## src/design/u8n1_pkg.sv

```systemverilog
// Shared types and constants for the 8N1 UART transceiver.
package u8n1_pkg;

  localparam int unsigned CFG_WIDTH = 16;
  localparam logic [CFG_WIDTH-1:0] BIT_PERIOD_RESET = 16'd90;
  localparam logic [3:0] TX_STOP_IDX = 4'd9;
  localparam logic [3:0] TX_LAST_IDX = 4'd10;
  localparam logic [3:0] RX_LAST_IDX = 4'd8;

  typedef struct packed {
    logic       rx_line;
    logic       send_request;
    logic [7:0] send_data;
  } in_req_t;

  typedef struct packed {
    logic       tx_line;
    logic       tx_active;
    logic       rx_ready;
    logic [7:0] rx_data;
  } out_rsp_t;

  typedef struct packed {
    logic tx_line;
    logic tx_active;
  } tx_stat_t;

  typedef struct packed {
    logic       rx_ready;
    logic [7:0] rx_data;
  } rx_stat_t;

endpackage

```

## src/design/u8n1_tx.sv

```systemverilog
// Transmit framer: start bit, eight data bits LSB first, stop bit.
module u8n1_tx import u8n1_pkg::*; #(
  parameter int unsigned TW = 16
) (
  input  logic          clk,
  input  logic          rst_n,
  input  logic          step,
  input  logic          send_request,
  input  logic [7:0]    send_data,
  input  logic [TW-1:0] per,
  output tx_stat_t      stat
);

  logic [7:0]    shift_r, shift_nxt;
  logic [3:0]    idx_r, idx_nxt;
  logic [TW-1:0] cnt_r, cnt_nxt;
  logic          busy_r, busy_nxt;
  logic [TW:0]   cnt_inc;
  logic [3:0]    idx_inc;

  always_comb begin
    shift_nxt = shift_r;
    idx_nxt   = idx_r;
    cnt_nxt   = cnt_r;
    busy_nxt  = busy_r;
    cnt_inc   = {1'b0, cnt_r} + {{TW{1'b0}}, 1'b1};
    idx_inc   = idx_r + 4'd1;
    if (busy_r) begin
      if (cnt_inc >= {1'b0, per}) begin
        cnt_nxt = '0;
        idx_nxt = idx_inc;
        if (idx_inc >= TX_LAST_IDX) begin
          busy_nxt = 1'b0;
          idx_nxt  = '0;
        end
      end else begin
        cnt_nxt = cnt_inc[TW-1:0];
      end
    end else if (send_request) begin
      busy_nxt  = 1'b1;
      idx_nxt   = '0;
      cnt_nxt   = '0;
      shift_nxt = send_data;
    end
  end

  always_comb begin
    stat.tx_active = busy_nxt;
    stat.tx_line   = 1'b1;
    if (busy_nxt) begin
      if (idx_nxt == '0) begin
        stat.tx_line = 1'b0;
      end else if (idx_nxt < TX_STOP_IDX) begin
        stat.tx_line = shift_nxt[3'(idx_nxt - 4'd1)];
      end
    end
  end

  always_ff @(posedge clk) begin
    if (!rst_n) begin
      shift_r <= '0;
      idx_r   <= '0;
      cnt_r   <= '0;
      busy_r  <= 1'b0;
    end else if (step) begin
      shift_r <= shift_nxt;
      idx_r   <= idx_nxt;
      cnt_r   <= cnt_nxt;
      busy_r  <= busy_nxt;
    end
  end

endmodule

```

## src/design/u8n1_rx.sv

```systemverilog
// Receive sampler: half-period align, eight samples, half-period tail.
module u8n1_rx import u8n1_pkg::*; #(
  parameter int unsigned TW = 16
) (
  input  logic          clk,
  input  logic          rst_n,
  input  logic          step,
  input  logic          rx_line,
  input  logic [TW-1:0] per,
  input  logic [TW-1:0] half,
  output rx_stat_t      stat
);

  typedef enum logic [1:0] {
    RX_IDLE,
    RX_HALF,
    RX_DATA,
    RX_TAIL
  } rx_state_t;

  rx_state_t     state_r, state_nxt;
  logic [7:0]    shift_r, shift_nxt;
  logic [3:0]    idx_r, idx_nxt;
  logic [TW-1:0] cnt_r, cnt_nxt;
  logic [TW:0]   cnt_inc;
  logic [3:0]    idx_inc;

  always_comb begin
    state_nxt     = state_r;
    shift_nxt     = shift_r;
    idx_nxt       = idx_r;
    cnt_nxt       = cnt_r;
    stat.rx_ready = 1'b0;
    stat.rx_data  = '0;
    cnt_inc       = {1'b0, cnt_r} + {{TW{1'b0}}, 1'b1};
    idx_inc       = idx_r + 4'd1;
    case (state_r)
      RX_IDLE: begin
        if (!rx_line) begin
          state_nxt = RX_HALF;
          cnt_nxt   = '0;
          idx_nxt   = '0;
          shift_nxt = '0;
        end
      end
      RX_HALF: begin
        cnt_nxt = cnt_inc[TW-1:0];
        if (cnt_inc >= {1'b0, half}) begin
          state_nxt = RX_DATA;
          cnt_nxt   = '0;
        end
      end
      RX_DATA: begin
        cnt_nxt = cnt_inc[TW-1:0];
        if (cnt_inc >= {1'b0, per}) begin
          cnt_nxt   = '0;
          shift_nxt = {rx_line, shift_r[7:1]};
          idx_nxt   = idx_inc;
          if (idx_inc >= RX_LAST_IDX) begin
            state_nxt = RX_TAIL;
            idx_nxt   = '0;
          end
        end
      end
      RX_TAIL: begin
        cnt_nxt = cnt_inc[TW-1:0];
        if (cnt_inc >= {1'b0, half}) begin
          stat.rx_ready = 1'b1;
          stat.rx_data  = shift_r;
          state_nxt     = RX_IDLE;
          cnt_nxt       = '0;
          idx_nxt       = '0;
        end
      end
      default: state_nxt = RX_IDLE;
    endcase
  end

  always_ff @(posedge clk) begin
    if (!rst_n) begin
      state_r <= RX_IDLE;
      shift_r <= '0;
      idx_r   <= '0;
      cnt_r   <= '0;
    end else if (step) begin
      state_r <= state_nxt;
      shift_r <= shift_nxt;
      idx_r   <= idx_nxt;
      cnt_r   <= cnt_nxt;
    end
  end

endmodule

```

## src/design/uart_8n1_bit_timed_transceiver.sv

```systemverilog
// Top level of the 8N1 UART transceiver: config register, tick datapath, result register.
//
//   channel | direction | handshake            | payload
//   in      | input     | in_valid / in_stall   | in_req  (in_req_t)
//   out     | output    | out_valid / out_stall | out_rsp (out_rsp_t)
//   cfg     | input     | cfg_wr_en             | cfg_wr_data (bit period)
//
// One request per clock while in_stall is low; each accepted request is one tick
// and its result is in the result register on the next cycle. Only the result
// register stands between them. Synchronous reset sets bit period 90, both sides idle.
// A held result stalls the input only while out_stall is high.
module uart_8n1_bit_timed_transceiver import u8n1_pkg::*; #(
  parameter int unsigned TIMER_WIDTH = 16
) (
  input  logic                 clk,
  input  logic                 rst_n,
  input  logic                 in_valid,
  output logic                 in_stall,
  input  in_req_t              in_req,
  output logic                 out_valid,
  input  logic                 out_stall,
  output out_rsp_t             out_rsp,
  input  logic                 cfg_wr_en,
  input  logic [CFG_WIDTH-1:0] cfg_wr_data
);

  localparam logic [32:0] PER_MAX = (33'd1 << TIMER_WIDTH) - 33'd1;

  logic [CFG_WIDTH-1:0]   bit_period_r;
  logic [32:0]            bp_ext;
  logic [32:0]            bp_clip;
  logic [TIMER_WIDTH-1:0] per;
  logic [TIMER_WIDTH-1:0] half;
  logic                   accept;
  tx_stat_t               tx_stat;
  rx_stat_t               rx_stat;
  logic                   out_valid_r;
  out_rsp_t               out_rsp_r;

  always_comb begin
    bp_ext  = 33'(bit_period_r);
    bp_clip = (bp_ext > PER_MAX) ? PER_MAX : bp_ext;
    per     = TIMER_WIDTH'(bp_clip);
    if (per == '0) begin
      per = TIMER_WIDTH'(1);
    end
    half = per >> 1;
    if (half == '0) begin
      half = TIMER_WIDTH'(1);
    end
  end

  assign in_stall  = out_valid_r & out_stall;
  assign accept    = in_valid & ~in_stall;
  assign out_valid = out_valid_r;
  assign out_rsp   = out_rsp_r;

  always_ff @(posedge clk) begin
    if (!rst_n) begin
      bit_period_r <= BIT_PERIOD_RESET;
    end else if (cfg_wr_en) begin
      bit_period_r <= cfg_wr_data;
    end
  end

  u8n1_tx #(.TW(TIMER_WIDTH)) u_tx (
    .clk          (clk),
    .rst_n        (rst_n),
    .step         (accept),
    .send_request (in_req.send_request),
    .send_data    (in_req.send_data),
    .per          (per),
    .stat         (tx_stat)
  );

  u8n1_rx #(.TW(TIMER_WIDTH)) u_rx (
    .clk     (clk),
    .rst_n   (rst_n),
    .step    (accept),
    .rx_line (in_req.rx_line),
    .per     (per),
    .half    (half),
    .stat    (rx_stat)
  );

  always_ff @(posedge clk) begin
    if (!rst_n) begin
      out_valid_r <= 1'b0;
    end else if (accept) begin
      out_valid_r <= 1'b1;
    end else if (!out_stall) begin
      out_valid_r <= 1'b0;
    end
  end

  always_ff @(posedge clk) begin
    if (accept) begin
      out_rsp_r.tx_line   <= tx_stat.tx_line;
      out_rsp_r.tx_active <= tx_stat.tx_active;
      out_rsp_r.rx_ready  <= rx_stat.rx_ready;
      out_rsp_r.rx_data   <= rx_stat.rx_data;
    end
  end

  a_accept_fills: assert property (@(posedge clk) disable iff (!rst_n)
    accept |=> out_valid_r)
    else $error("accepted request left no result");

  a_stall_needs_result: assert property (@(posedge clk) disable iff (!rst_n)
    in_stall |-> out_valid_r)
    else $error("input stalled with no pending result");

  a_idle_line_high: assert property (@(posedge clk) disable iff (!rst_n)
    (out_valid_r && !out_rsp_r.tx_active) |-> out_rsp_r.tx_line)
    else $error("tx line low while transmitter idle");

  a_rx_data_zero: assert property (@(posedge clk) disable iff (!rst_n)
    (out_valid_r && !out_rsp_r.rx_ready) |-> (out_rsp_r.rx_data == '0))
    else $error("rx data nonzero without rx ready");

endmodule
```

## config.mk

```make
export PLATFORM = sky130hd
export DESIGN_NAME = uart_8n1_bit_timed_transceiver
export DESIGN_NICKNAME = d
export VERILOG_FILES = /design/src/design/u8n1_pkg.sv /design/src/design/u8n1_tx.sv /design/src/design/u8n1_rx.sv /design/src/design/uart_8n1_bit_timed_transceiver.sv
export SDC_FILE = /design/constraint.sdc
export NUM_CORES = 1
export LEC_CHECK = 0
export BUFFER_PORTS_ARGS = -buffer_cell sky130_fd_sc_hd__buf_2
export CAP_MARGIN = 20
export CORE_MARGIN = 5
export CORE_UTILIZATION = 35
export DETAILED_ROUTE_END_ITERATION = 7
export HOLD_SLACK_MARGIN = 0.1
export SLEW_MARGIN = 20
export SYNTH_ARGS = -nofsm -noshare
export SYNTH_HDL_FRONTEND = slang
export SYNTH_HIERARCHICAL = 1
export SYNTH_SLANG_ARGS = --single-unit
```

## constraint.sdc

```tcl
create_clock -name clk -period 5 [get_ports clk]
set_input_delay 1.25 -clock clk [delete_from_list [all_inputs] [get_ports clk]]
set_output_delay 1.25 -clock clk [all_outputs]
set_load 0.05 [all_outputs]
```

# ---- After elaboration in Yosys (flattened, before gate mapping)
# Index checks and enable logic that the tools add are counted.
# W data, S select, Z words.
dict set report op_classes {
  add_sub_neg 5
  multipliers 0
  div 0
  order_cmp 7
  n_eq_ne 9
  n_shift 0
  mux 40
  bitwise 3
  reduce_logical 14
}
# op n
set op_table {}
lappend op_table {{$mux W16} 7}
lappend op_table {{$pmux W16 S3} 1}
lappend op_table {{$add A16 B1 Y17 const B} 2}
lappend op_table {{$ge A17 B16 Y1} 2}
lappend op_table {{$logic_not A16 Y1} 2}
lappend op_table {{$mux W4} 8}
lappend op_table {{$mux W8} 4}
lappend op_table {{$ge A17 B15 Y1} 1}
lappend op_table {{$pmux W8 S2} 1}
lappend op_table {{$mux W15} 1}
lappend op_table {{$pmux W4 S3} 1}
lappend op_table {{$mux W2} 5}
lappend op_table {{$ne A2 B1 Y1 const B} 5}
lappend op_table {{$mux W1} 9}
lappend op_table {{$mux W9} 1}
lappend op_table {{$add A4 B1 Y4 const B} 2}
lappend op_table {{$ge A4 B4 Y1 const B} 2}
lappend op_table {{$pmux W2 S4} 1}
lappend op_table {{$reduce_and A2 Y1} 3}
lappend op_table {{$reduce_and A6 Y1} 1}
lappend op_table {{$reduce_and A5 Y1} 1}
lappend op_table {{$eq A2 B2 Y1 const B} 2}
lappend op_table {{$logic_not A4 Y1} 1}
lappend op_table {{$lt A3 B4 Y1 const B} 1}
lappend op_table {{12 further kinds} 14}
dict set report word_totals {
  regBits 87
  latch_bits 0
  mem_bits_rw 0
  mem_bits_ro 0
  in_bits 31
  out_inout_bits 13
  wordCells 92
  memories 0
}

# ---- Longest topological paths before layout
dict set report logic_depth {
  word_depth 10
  ltp_mapped 22
}

# ---- Hierarchy
# The synthesis kept the hierarchy.
# module instances cells_per_inst area_per_inst_um2 seq_area_each_um2
set modules_own_cells {}
lappend modules_own_cells {u8n1_rx 1 305 2494.9 600.6}
lappend modules_own_cells {u8n1_tx 1 284 2303.5 580.6}
lappend modules_own_cells {uart_8n1_bit_timed_transceiver 1 104 1134.8 670.6}

# ---- Worst setup path before layout
# Ideal clock, no wire load.
dict set report synth_path {
  path_type {flip-flop to flip-flop}
  start {reg u_tx.cnt_r[0]}
  end {reg out_rsp_r (netlist bit out_rsp[10]), data pin}
  arrival_ps 4356
  required_time_ps 4727
  path_slack_ps 371
  stages_incl_launch_ff 23
  path_buffers 2
  period_less_slack_ps 4629
  path_cell_list {dfxtp_1 ha_1 clkbuf_1 nand4_1 or4_1 buf_2 nor2_1 xor2_1 ha_1 a21o_1 a21oi_1 o21ai_0 nor3_1 nand2_1 o31ai_1 a21oi_1 ha_1 mux4_2 nand2_1 a211oi_1 a311oi_2 nor4bb_2 a31oi_1}
}
dict set report synth_between {
  elab_chain_cells 9
  word_cells_on_any_way 13
  cone_classes {add/sub: 2; order compare: 2; mux: 8; reduce/logical: 1}
}
# element line
set synth_lines {}
lappend synth_lines {{start, declared} u8n1_tx.sv:16} ;# logic [TW-1:0] cnt_r, cnt_nxt;
lappend synth_lines {{start signal, assigned} u8n1_tx.sv:68} ;# cnt_r <= cnt_nxt;
lappend synth_lines {{$add A16 B1 Y17 *} u8n1_tx.sv:26} ;# cnt_inc = {1'b0, cnt_r} + {{TW{1'b0}}, 1'b1};
lappend synth_lines {{$ge A17 B16 Y1 *} u8n1_tx.sv:29} ;# if (cnt_inc >= {1'b0, per}) begin
lappend synth_lines {{$mux W4} u8n1_tx.sv:29}
lappend synth_lines {{$mux W4} u8n1_tx.sv:28} ;# if (busy_r) begin
lappend synth_lines {{$sub A3 B1 Y3} u8n1_tx.sv:54} ;# stat.tx_line = shift_nxt[3'(idx_nxt - 4'd1)];
lappend synth_lines {{$bmux W1 S3} u8n1_tx.sv:54}
lappend synth_lines {{$mux W1 (implied by the code)} u8n1_tx.sv:54}
lappend synth_lines {{$mux W1} u8n1_tx.sv:53} ;# end else if (idx_nxt < TX_STOP_IDX) begin
lappend synth_lines {{$mux W1} u8n1_tx.sv:51} ;# if (idx_nxt == '0) begin
lappend synth_lines {{end, declared} uart_8n1_bit_timed_transceiver.sv:38} ;# out_rsp_t out_rsp_r;
# Every way passes the cells marked *; elsewhere a longest branch is shown, timed or not. The select of a mux whose other input is x is not followed.
# A chain may end at the register's enable or synchronous reset.

# ---- Worst setup path in the final report
dict set report layout_path {
  start {reg bit_period_r[11]}
  end {reg out_rsp_r (netlist bit out_rsp[10]), data pin}
}
dict set report layout_between {
  elab_chain_cells 10
  word_cells_on_any_way 14
  cone_classes {add/sub: 1; order compare: 2; mux: 9; reduce/logical: 2}
}
# element line
set layout_lines {}
lappend layout_lines {{start, declared} uart_8n1_bit_timed_transceiver.sv:29} ;# logic [CFG_WIDTH-1:0] bit_period_r;
lappend layout_lines {{start signal, assigned} uart_8n1_bit_timed_transceiver.sv:62} ;# bit_period_r <= cfg_wr_data;
lappend layout_lines {{$logic_not A16 Y1 *} uart_8n1_bit_timed_transceiver.sv:44} ;# if (per == '0) begin
lappend layout_lines {{$mux W16 *} uart_8n1_bit_timed_transceiver.sv:44}
lappend layout_lines {{net per[0]} uart_8n1_bit_timed_transceiver.sv:32} ;# logic [TIMER_WIDTH-1:0] per;
lappend layout_lines {{$ge A17 B16 Y1 *} u8n1_tx.sv:29}
lappend layout_lines {{$mux W4} u8n1_tx.sv:29}
lappend layout_lines {{$mux W4} u8n1_tx.sv:28}
lappend layout_lines {{$sub A3 B1 Y3} u8n1_tx.sv:54}
lappend layout_lines {{$bmux W1 S3} u8n1_tx.sv:54}
lappend layout_lines {{$mux W1 (implied by the code)} u8n1_tx.sv:54}
lappend layout_lines {{$mux W1} u8n1_tx.sv:53}
lappend layout_lines {{$mux W1} u8n1_tx.sv:51}
# The timed path passes the listed nets; every way through them passes the cells marked *. The select of a mux whose other input is x is not followed.

==> flow_summary.json <==
{
  "via_count": 4767,
  "fin_nets": 792,
  "drt_iter0_markers": 355,
  "htreeDepth": 3,
  "cts_buffer_depth": 2,
  "p_comb_frac": 0.134,
  "synth-compound-area-share": 0.181,
  "io_pins": 44,
  "wl_per_cell_um": 14.8,
  "first_global_vias": 4604,
  "area_delta_synth_final_pct": 11.5,
  "placed_cell_area_um2": 6250,
  "clock-sinks": 87,
  "ctsHoldBuffers": 0,
  "hpwlAfterDp_um": 10100,
  "route.detailed.drc": 0,
  "synth-async-reset-ratio": 0,
  "antenna_found_initial": 0,
  "tightestPinTransition_ns": 0.884,
  "die_h_um": 140,
  "post-place-ws_ns": -0.0214,
  "seq_area_frac_synth": 0.312,
  "p_sw_mw": 0.463,
  "layout-drive-gt1-share": 0.144,
  "crit_required_ns": 5.08,
  "fmax_mhz": 214,
  "synth_top_area_frac": 0.256,
  "worstPathMaxFanout": 5,
  "antenna_cells": 0,
  "clock_skew_ns": 0.00626,
  "met3_wirelength_um": 619,
  "setup_viol": 0,
  "root_buffer": "clkbuf_16",
  "vdd_ir_drop_max_v": 0.000149,
  "grt_util_all_layers": 0.141,
  "intPower_mw": 1.20,
  "cp-end-kind": "register",
  "crit_type": "register to register",
  "ys_types": 74,
  "place.gp.congestion": 0.820,
  "ant_nets": 0,
  "hold_start": "u_tx/shift_r[4]",
  "cap_violations": 0,
  "synth.area.mux_share": 0.0489,
  "synth-simple-area-share": 0.200,
  "slew_headroom": 0.406,
  "start_util": 0.358,
  "hp-class": "register to register",
  "dr.pass1.iters": 4,
  "viasPerCell": 5.14,
  "cp.arrival_ns": 4.76,
  "coreArea_um2": 16600,
  "synth_area_leader_cell": "dfxtp_1",
  "p_per_area_nw_per_um2": 251,
  "synth_flop_cell": "dfxtp_1",
  "swShare": 0.279,
  "rrSetupSlack_ns": 0.32,
  "overflow": 0,
  "synth_area_um2": 5930,
  "cts_buffers": 9,
  "grt_max_degree": 57,
  "r2r_start": "bit_period_r[11]",
  "seq_power_share": 0.449,
  "crit_path_start": "bit_period_r[11]",
  "cts_tree": "built",
  "highest_layer": "met4",
  "synth_edf_count": 11,
  "clock_power_share": 0.417,
  "synth.avg_cell_area_um2": 8.56,
  "synth_top_family_by_area": "simple AND/OR/NAND/NOR gates",
  "synthTopCellsByCount": "76 x dfxtp_1, 61 x inv_1, 59 x ha_1",
  "clk_pin_slew_ns": 0.07,
  "ys_top_cells_by_area": "dfxtp_1 26%, ha_1 12%, edfxtp_1 5.6%, inv_1 3.9%, nand2_1 3.5%",
  "postSynthCellCount": 693,
  "synth_warnings": 6,
  "finalHoldViolations": 0,
  "clkLatencyLatePin_ns": 0.35,
  "synth_seq_cells": 87,
  "synth_xor_area_frac": 0.0502,
  "port_buffers": 43,
  "yosysMostFrequentCell": "dfxtp_1",
  "grt_pass1_wl_um": 22900,
  "slew_violations": 0,
  "worst_slack_ns": 0.316,
  "dieArea_um2": 19700,
  "synthAdderAreaFrac": 0.124,
  "status": "completed",
  "wl_met2_um": 5940,
  "nFillCells": 1723,
  "leakage_nw": 2.79,
  "start_kind": "register",
  "rows": 47,
  "fin_setup_tns_ns": 0,
  "fin_crit_sh": 0.937,
  "synth_nets": 783,
  "die_w_um": 140,
  "final_area_um2": 6610,
  "post-route-min-period_ns": 4.68,
  "routed_wl_um": 13700,
  "wl_met1_um": 6990
}
## per-stage QoR
step	util	hold slack [ns]	power, mW	std cells
after global placement	0.377	0.450	0.980	909
final	0.399	0.463	1.66	927
after detailed placement	0.377	0.459	0.980	909
after CTS	0.395	0.468	1.68	925
after floorplan	-	0.427	0.927	693
after global routing	0.399	0.481	1.74	927
## worst max-delay path: stages (launching register included)
cell and delay (ns):
dfxtp_1 0.34, or4_1 0.60, o41ai_1 0.50, ha_1 0.31
and2_1 0.13, o31ai_1 0.52, a2111oi_4 0.20, nor3_2 0.24
nand2_1 0.08, o31ai_1 0.09, a21oi_1 0.12, ha_1 0.33
mux4_2 0.31, nand2_1 0.09, a211oi_1 0.05, a311oi_2 0.19
nor4bb_2 0.23, a31oi_1 0.06
## sequential cells by signal (all words and copies together), names as in the netlist, 2 cells and up
| name | cells |
|---|---|
| u_tx/cnt_r | 16 |
| u_tx/shift_r | 8 |
| bit_period_r | 16 |
| u_tx/idx_r | 4 |
| u_rx/cnt_r | 16 |
| u_rx/idx_r | 4 |
| u_rx/state_r | 2 |
| u_rx/shift_r | 8 |
| out_rsp | 11 |
## timing repair
item                       in CTS  in global routing
resized for setup               1                  9
buffers inserted                0                  2
cloned                          0                  0
pin swaps                       0                  2
hold endpoints to repair        0                  0
setup endpoints to repair       1                  1
## cells by family (layout without fill, tap and decap cells)
kind of cell,Yosys count,after routing
simple gates,223,223
compound gates,145,145
buf+inv,120,134
flops,87,87
fa+ha+maj,59,59
xor+xnor,34,34
mux,24,24
other cells,1,1
## cells in the final DEF (no fill, tap or decap), drive strengths merged, types with 4 or more instances in the layout
cell type | synthesis | layout
o21ai | 21 | 21
nand3 | 28 | 28
buf | 8 | 54
nand2 | 56 | 56
nor3 | 7 | 7
a211oi | 4 | 4
a22oi | 13 | 13
and3 | 11 | 11
nand4 | 19 | 19
a21boi | 13 | 13
nand3b | 5 | 5
inv | 63 | 65
mux2i | 20 | 20
xor2 | 13 | 13
a21o | 7 | 7
ha | 59 | 59
dfxtp | 76 | 76
nor2 | 41 | 41
o211ai | 13 | 13
a21oi | 28 | 28
xnor2 | 21 | 21
o31ai | 6 | 6
edfxtp | 11 | 11
a32o | 6 | 6
a31oi | 6 | 6
clkbuf | 46 | 9
or4 | 5 | 5
nor2b | 32 | 32
a32oi | 6 | 6
and2 | 7 | 7
mux4 | 4 | 4
## power groups by stage
stage	clock network (mW)	logic, mW	registers [mW]
floorplan	0	0.156	0.770
global placement	0	0.220	0.760
detailed placement	0	0.220	0.760
CTS	0.719	0.221	0.745
global route	0.747	0.246	0.748
finish	0.693	0.222	0.745
## worst paths after layout
check	to	cells past startpoint
worst max-delay path	out_rsp[10]	17
worst min-delay path	u_tx/shift_r[4]	2
worst min register to register	u_tx/shift_r[4]	2
worst max register to register	out_rsp[10]	17
## cell type report
cell class / instances / area (um2) / area share
clock inverters: 7 / 80.1 / 0.0121
inverters: 64 / 240 / 0.0363
well taps: 220 / 275 / 0.0416
multi-input cells: 486 / 3640 / 0.551
clock buffers: 9 / 225 / 0.0341
repair buffers: 54 / 298 / 0.0450
flip-flops and latches: 87 / 1850 / 0.280
## routing by layer
| metal | GRT usage | up-vias |
|---|---|---|
| li1 | - | 2451 |
| met1 | 0.201 | 2216 |
| met2 | 0.215 | 88 |
| met3 | 0.0320 | 12 |
| met4 | 0.0377 | 0 |
| met5 | 0 | - |
Note: power is estimated with default switching activity, not from simulation.
